File: src/hw/rtl/rsic_pkg.sv
// Package for the ray-sphere interval clip block: widths, stage records and queue status.
// No dependencies; the queue, front, back and top-level files use it.
`default_nettype none
package rsic_pkg;

  localparam int FRAC_BITS_DEF = 16;
  localparam int A_W     = 64;
  localparam int BM_W    = 66;
  localparam int CM_W    = 66;
  localparam int DISC_W  = 134;
  localparam int S_W     = DISC_W / 2;
  localparam int REM_W   = S_W + 4;
  localparam int TQ_W    = S_W + 1;
  localparam int FIFO_DEPTH = 4;
  localparam int PTR_W   = $clog2(FIFO_DEPTH);
  localparam int CNT_W   = $clog2(FIFO_DEPTH + 1);

  typedef struct packed {
    logic [A_W-1:0]    a;
    logic [BM_W-1:0]   b_mag;
    logic              b_neg;
    logic [CM_W-1:0]   c_mag;
    logic              c_neg;
    logic [DISC_W-1:0] disc;
    logic              ok;
    logic [31:0]       span_start;
    logic [31:0]       span_end;
  } front_item_t;

  typedef struct packed {
    logic [REM_W-1:0]  rem;
    logic [S_W-1:0]    root;
    front_item_t       item;
  } sq_stage_t;

  typedef struct packed {
    logic             full;
    logic             empty;
    logic [CNT_W-1:0] count;
  } fifo_stat_t;

endpackage
`default_nettype wire

File: src/hw/rtl/rsic_fifo.sv
// Short queue between the front pipeline and the back pipeline.
// Depends on rsic_pkg.
`default_nettype none
module rsic_fifo (
  input  wire logic                 clk_i,
  input  wire logic                 rst_ni,
  input  wire logic                 push_i,
  input  wire rsic_pkg::front_item_t item_i,
  input  wire logic                 pop_i,
  output rsic_pkg::front_item_t     item_o,
  output rsic_pkg::fifo_stat_t      stat_o
);
  rsic_pkg::front_item_t mem_q [rsic_pkg::FIFO_DEPTH];
  logic [rsic_pkg::PTR_W-1:0] wp_q, wp_d, rp_q, rp_d;
  logic [rsic_pkg::CNT_W-1:0] cnt_q, cnt_d;

  always_comb begin
    wp_d = push_i ? wp_q + rsic_pkg::PTR_W'(1) : wp_q;
    rp_d = pop_i ? rp_q + rsic_pkg::PTR_W'(1) : rp_q;
    cnt_d = cnt_q + rsic_pkg::CNT_W'(push_i) - rsic_pkg::CNT_W'(pop_i);
  end

  always_ff @(posedge clk_i or negedge rst_ni) begin
    if (!rst_ni) begin
      wp_q <= '0;
      rp_q <= '0;
      cnt_q <= '0;
    end else begin
      wp_q <= wp_d;
      rp_q <= rp_d;
      cnt_q <= cnt_d;
    end
  end

  always_ff @(posedge clk_i) begin
    if (push_i) begin
      mem_q[wp_q] <= item_i;
    end
  end

  assign item_o = mem_q[rp_q];
  assign stat_o.full = (cnt_q == rsic_pkg::CNT_W'(rsic_pkg::FIFO_DEPTH));
  assign stat_o.empty = (cnt_q == '0);
  assign stat_o.count = cnt_q;
endmodule
`default_nettype wire

File: config.mk
export PLATFORM = sky130hd
export DESIGN_NAME = rsic_fifo
export DESIGN_NICKNAME = d
export VERILOG_FILES = /design/src/hw/rtl/rsic_pkg.sv /design/src/hw/rtl/rsic_fifo.sv
export SDC_FILE = /design/constraint.sdc
export NUM_CORES = 1
export LEC_CHECK = 0
export ABC_AREA = 1
export BUFFER_PORTS_ARGS = -buffer_cell sky130_fd_sc_hd__clkbuf_2
export CORE_MARGIN = 3
export CORE_UTILIZATION = 40
export CTS_BUF_LIST = sky130_fd_sc_hd__clkbuf_4 sky130_fd_sc_hd__clkbuf_8
export DETAILED_ROUTE_END_ITERATION = 16
export SETUP_SLACK_MARGIN = 0.5
export SYNTH_ARGS = -nofsm -noshare
export SYNTH_HDL_FRONTEND = slang
export SYNTH_SLANG_ARGS = --single-unit
File: constraint.sdc
create_clock -name clk_i -period 12.4 [get_ports clk_i]
set_clock_uncertainty 0.2 [all_clocks]
set_input_delay 2.48 -clock clk_i [delete_from_list [all_inputs] [get_ports clk_i]]
set_output_delay 2.48 -clock clk_i [all_outputs]
set_load 0.05 [all_outputs]
# Word-level counts from Yosys, hierarchy flattened
# Memories as Yosys holds them, arrays and structs flattened.
# Cells that the tools add are included.
dict set report op_classes {
  add_sub_neg 4
  n_eq_ne 1
  muxes 2
  reduce_logical 1
}
# operator count
set ops {}
lappend ops {{2-bit by 1-bit adder with 2-bit output, second input constant} 2}
lappend ops {{3-bit by 1-bit adder with 3-bit output} 1}
lappend ops {{3-bit equality test, second input constant} 1}
lappend ops {{3-bit logical NOT} 1}
lappend ops {{3-bit by 1-bit subtractor with 3-bit output} 1}
lappend ops {{1-bit two-way mux} 2}
dict set report word_totals {
  ff_bits 7
  ram_bits 1588
  in_bits 401
  out_inout_bits 402
  elab_cells 12
  n_memories 1
}
# memory words word_bits read_ports rd_clocked_by_memory_dff wr line_no
set mem_list {}
lappend mem_list {mem_q 4 397 1 0 1 rsic_fifo.sv:13} ;# rsic_pkg::front_item_t mem_q [rsic_pkg::FIFO_DEPTH];

# Logic depth before layout (Yosys ltp)
dict set report logic_depth {
  word_depth 2
  mapped_depth 10
  depth_no_buf 10
}

# Worst setup path before layout
# No wires, ideal clock.
dict set report synth_path {
  kind {input to register}
  start {input push_i}
  end {memory mem_q[0][0] (netlist name) (enable)}
  setup_time_ns 0.747
  arrival_ns 10.436
  required_time_ns 11.453
  path_slack_ns 1.018
  path_stages 3
  n_path_buf 1
  cell_sequence {clkbuf_1 > nand2_1 > inv_1}
}
dict set report synth_between {
  elab_chain_cells 2
}
# item line_no
set synth_rtl {}
lappend synth_rtl {{start, declared} rsic_fifo.sv:7} ;# input wire logic push_i,
lappend synth_rtl {{1-bit two-way mux} rsic_fifo.sv:36} ;# if (push_i) begin
lappend synth_rtl {{1-bit two-way mux (implied by the code)} rsic_fifo.sv:37} ;# mem_q[wp_q] <= item_i;
lappend synth_rtl {{end, declared} rsic_fifo.sv:13}
# Every way passes these cells.

==> impl_summary.log <==
[metrics] Post-Synthesis Cells: 6267
[metrics] class of the most critical setup path: reg2out
[metrics] flip-flop and latch count after synthesis: between 1500 and 2000
[metrics] overall routing resource usage: a little under a fifth
[metrics] top fanout value on the critical path: a little over 80
[metrics] summed instance area of the synthesized netlist: a little under 70000 µm²
[metrics] most frequent cell on the critical path: sky130_fd_sc_hd__buf_4
[metrics] startpoint type of the worst setup path: register
[metrics] count of unique library cells instantiated by Yosys: 17
[metrics] Final Critical Period: roughly 8.5 ns
[metrics] total via count in the routed design: around 43000
[metrics] count of buffers added by post-CTS timing repair for setup: 0
[metrics] CTS tree: done
[metrics] Routed wire per std cell: between 15 and 20 µm
[metrics] Longest Clk Path Bufs: 4
[metrics] max capacitance violation total: 0
[metrics] xor and xnor fraction of the mapped netlist area: less than 1%
[metrics] clock-pin slew on the worst setup and hold paths: about 0.060 ns
[metrics] critical path cell sequence: buf_4, buf_4, buf_4, buf_4, nand2_1, nand3_1, nand2_1, clkbuf_2
[metrics] number of setup violations in the final report: 0
[metrics] power density over cell area: around 280 nW/µm²
[metrics] number of iterations in the first detailed-routing pass: 7
[metrics] Max stage delay cell, worst path: sky130_fd_sc_hd__dfrtp_4
[metrics] number of DRC violations after detailed-routing iteration 0: about 2600
[metrics] DIE WIDTH: between 400 and 500 µm
[metrics] area growth from synthesis to layout: 16.27%
[metrics] Pins Over Slew Limit: 0
[metrics] weighted congestion reported at the end of routability-driven placement: 0.7989
[metrics] Starting Density: a little over 40%
[metrics] combinational family with the most area after synthesis: simple AND/OR/NAND/NOR gates
[metrics] adder-cell area share of the yosys netlist: less than 1%
[metrics] combined buffer and inverter count along the critical path: 5
[metrics] initial antenna violation count: 55
[metrics] Avg Vias per Cell: between 4 and 5
[metrics] DRC violations left: 0
[metrics] share of Yosys cell area claimed by the top area cell type: 70.90%
[metrics] number of warnings printed during yosys synthesis: 0
[metrics] Core Box Area: ~170000 µm²
[metrics] most common library cell in the layout ignoring fill and taps: sky130_fd_sc_hd__nand2_1
[metrics] row cnt: about 150
[metrics] layout cells sized above 1: about 17%
[metrics] max incr delay on CP: ~1.1 ns
[metrics] cell type with the largest total area after synthesis: sky130_fd_sc_hd__edfxtp_1
[metrics] Inserted Clock Buffers: roughly 290
[metrics] die area: between 150000 and 200000 µm²
[metrics] CTS H-Tree Depth: 5
[metrics] number of filler instances in the final layout: roughly 15000
[metrics] result of the run: finished clean
[metrics] final cycle utilization of the critical path: about two thirds
[metrics] Crit path max-delay family: buffers and inverters
[metrics] transition time at the pin with the least slew margin: 1.108 ns
[metrics] synthesized-area fraction occupied by and/or/nand/nor cells: between 15 and 20%
[metrics] Post-DRT Antenna Nets: 0
[metrics] worst supply voltage drop on vdd: 0.2129 mV
[metrics] number of nets produced by synthesis: ~6700
[metrics] most area-consuming cells after synthesis: sky130_fd_sc_hd__edfxtp_1, sky130_fd_sc_hd__nand2_1, sky130_fd_sc_hd__inv_1
[metrics] unrepaired setup endpoints after global routing: false
[metrics] Total Neg Setup Slack: 0 ns
[metrics] path category of the worst min-delay check: reg2reg
[metrics] die span in y: ~420 µm
[metrics] DPL Wire Length: between 100000 and 150000 µm
[metrics] Synth Area in Compound Gates: less than 1%
[metrics] Post-synth EDFFs: between 1500 and 2000
[metrics] Static Leakage: 0.03648 µW
[metrics] CTS-repair resized insts: 0
[metrics] worst path arrival time: 5.82 ns
[metrics] endpoint required time on the critical path: 9.72 ns
[metrics] net count reported at finish: about 7500
[metrics] final WL: 167300 µm
[metrics] Mapped Avg Cell Area: approximately 11 µm²
[metrics] vias in the first global route: between 40000 and 50000
[metrics] Critical Path Sink Type: output pin
[metrics] count of boundary I/O pins: roughly 800
[metrics] flip-flop cell with the highest count after synthesis: sky130_fd_sc_hd__edfxtp_1
[metrics] number of sinks driven by the clock tree: 1595
[metrics] Synth async-reset ratio: less than 1%
[metrics] first-pass GRT wire length: 250700 µm
[metrics] maximum clock frequency: around 120 MHz
[metrics] Max-Slew Margin vs Limit: 26.10%
[metrics] number of port buffers: ~800
[metrics] multiplexer fraction of the synthesized cell area: 0%
[metrics] latest clock arrival within the worst-skew pair: about 0.93 ns
[metrics] count of placed standard cells including taps: between 9000 and 10000
[metrics] count of endpoints failing hold in the final timing report: 0
[metrics] fraction of the yosys area taken by sequential cells: between 70% and 80%
[metrics] commonest non-fill, non-tap cells in the layout: sky130_fd_sc_hd__nand2_1, sky130_fd_sc_hd__inv_1, sky130_fd_sc_hd__edfxtp_1, sky130_fd_sc_hd__clkbuf_2, sky130_fd_sc_hd__nand3_1
[metrics] overall overflow remaining after global route: 0
[metrics] pin count of the biggest net entering global routing: between 200 and 250
[metrics] Root Buffer: sky130_fd_sc_hd__clkbuf_8
[metrics] Post-Layout Cell Count: about 9600
[metrics] post-cts hold buffer count: 0
## kinds of logic (layout without fill, tap and decap cells)
| logic type | count (synthesis) | count (layout) |
|---|---|---|
| buffers and inverters | 1868 | 2923 |
| AOI/OAI and AO/OA | 1 | 1 |
| xor gates and xnor gates | 3 | 3 |
| DFF | 1595 | 1595 |
| other | 0 | 40 |
| and+or+nand+nor | 2793 | 2793 |
| adders and majority gates | 7 | 7 |
## where the power goes
part           internal, µW  total, µW  switching [µW]  leakage, µW
registers              7050       7320             268       0.0147
clock network          2650       4700            2050      0.00283
logic                  1870       9730            7860       0.0190
total                 11600      21700           10200       0.0365
## per-stage QoR
step	area [µm²]	hold WS [ns]	total power (µW)	setup WS [ns]	util [%]
final	78200	0.3384	21740	3.903	47.13
after global routing	78180	0.3568	22920	3.420	47.12
after CTS	78100	0.3352	22040	3.752	47.07
after detailed placement	72730	0.3234	17270	4.911	43.84
after global placement	72730	0.3236	17190	4.999	43.84
after floorplan	67260	0.2915	15040	1.018	-
## routing by layer
| layer | global-route usage, % | routed length [µm] | vias to the layer above |
|---|---|---|---|
| met2 | 31.35 | 82930 | 1201 |
| met4 | 9.765 | 7171 | 18 |
| met5 | 0 | 132 | - |
| li1 | - | - | 21356 |
| met3 | 5.361 | 11430 | 334 |
| met1 | 22.43 | 65600 | 20551 |
## area by class of cell
type	instances	area, µm²	share of cell area, %
Sequential cell	1595	47870	61.21
Clock buffer	393	4802	6.141
Timing Repair Buffer	845	4462	5.705
Multi-Input combinational cell	2804	11610	14.84
Clock inverter	83	565.5	0.7232
Tap cell	2189	2739	3.502
Inverter	1602	6058	7.747
Antenna cell	40	100.1	0.1280
## Yosys cell counts, types with 2 or more instances
cell type                  count
sky130_fd_sc_hd__buf_1         5
sky130_fd_sc_hd__nor3_1        2
sky130_fd_sc_hd__nand3_1     795
sky130_fd_sc_hd__buf_2       142
sky130_fd_sc_hd__buf_6        72
sky130_fd_sc_hd__buf_4        14
sky130_fd_sc_hd__nand2_1    1996
sky130_fd_sc_hd__dfrtp_1       7
sky130_fd_sc_hd__clkbuf_1     32
sky130_fd_sc_hd__inv_1      1601
sky130_fd_sc_hd__xor2_1        3
sky130_fd_sc_hd__ha_1          6
sky130_fd_sc_hd__edfxtp_1   1588
## flip-flops by register name, summed over array words and instances, names as in the netlist
name / cells
cnt_q: 3
wp_q: 2
mem_q: 1588
rp_q: 2
## worst paths after layout
check	cells past startpoint	slack (ns)	start	endpoint
min in group asynchronous	1	1.17	rst_ni	rp_q[0]$_DFFE_PN0P_
hold / removal	1	0.34	wp_q[0]$_DFFE_PN0P_	wp_q[0]$_DFFE_PN0P_
hold reg to reg	1	0.34	wp_q[0]$_DFFE_PN0P_	wp_q[0]$_DFFE_PN0P_
setup reg to reg	6	8.70	wp_q[0]$_DFFE_PN0P_	mem_q[0][276]$_DFFE_PP_
max in group asynchronous	1	10.60	rst_ni	rp_q[1]$_DFFE_PN0P_
setup / recovery	8	3.90	rp_q[0]$_DFFE_PN0P_	item_o[301]
Note: power is estimated with default switching activity, not from simulation.
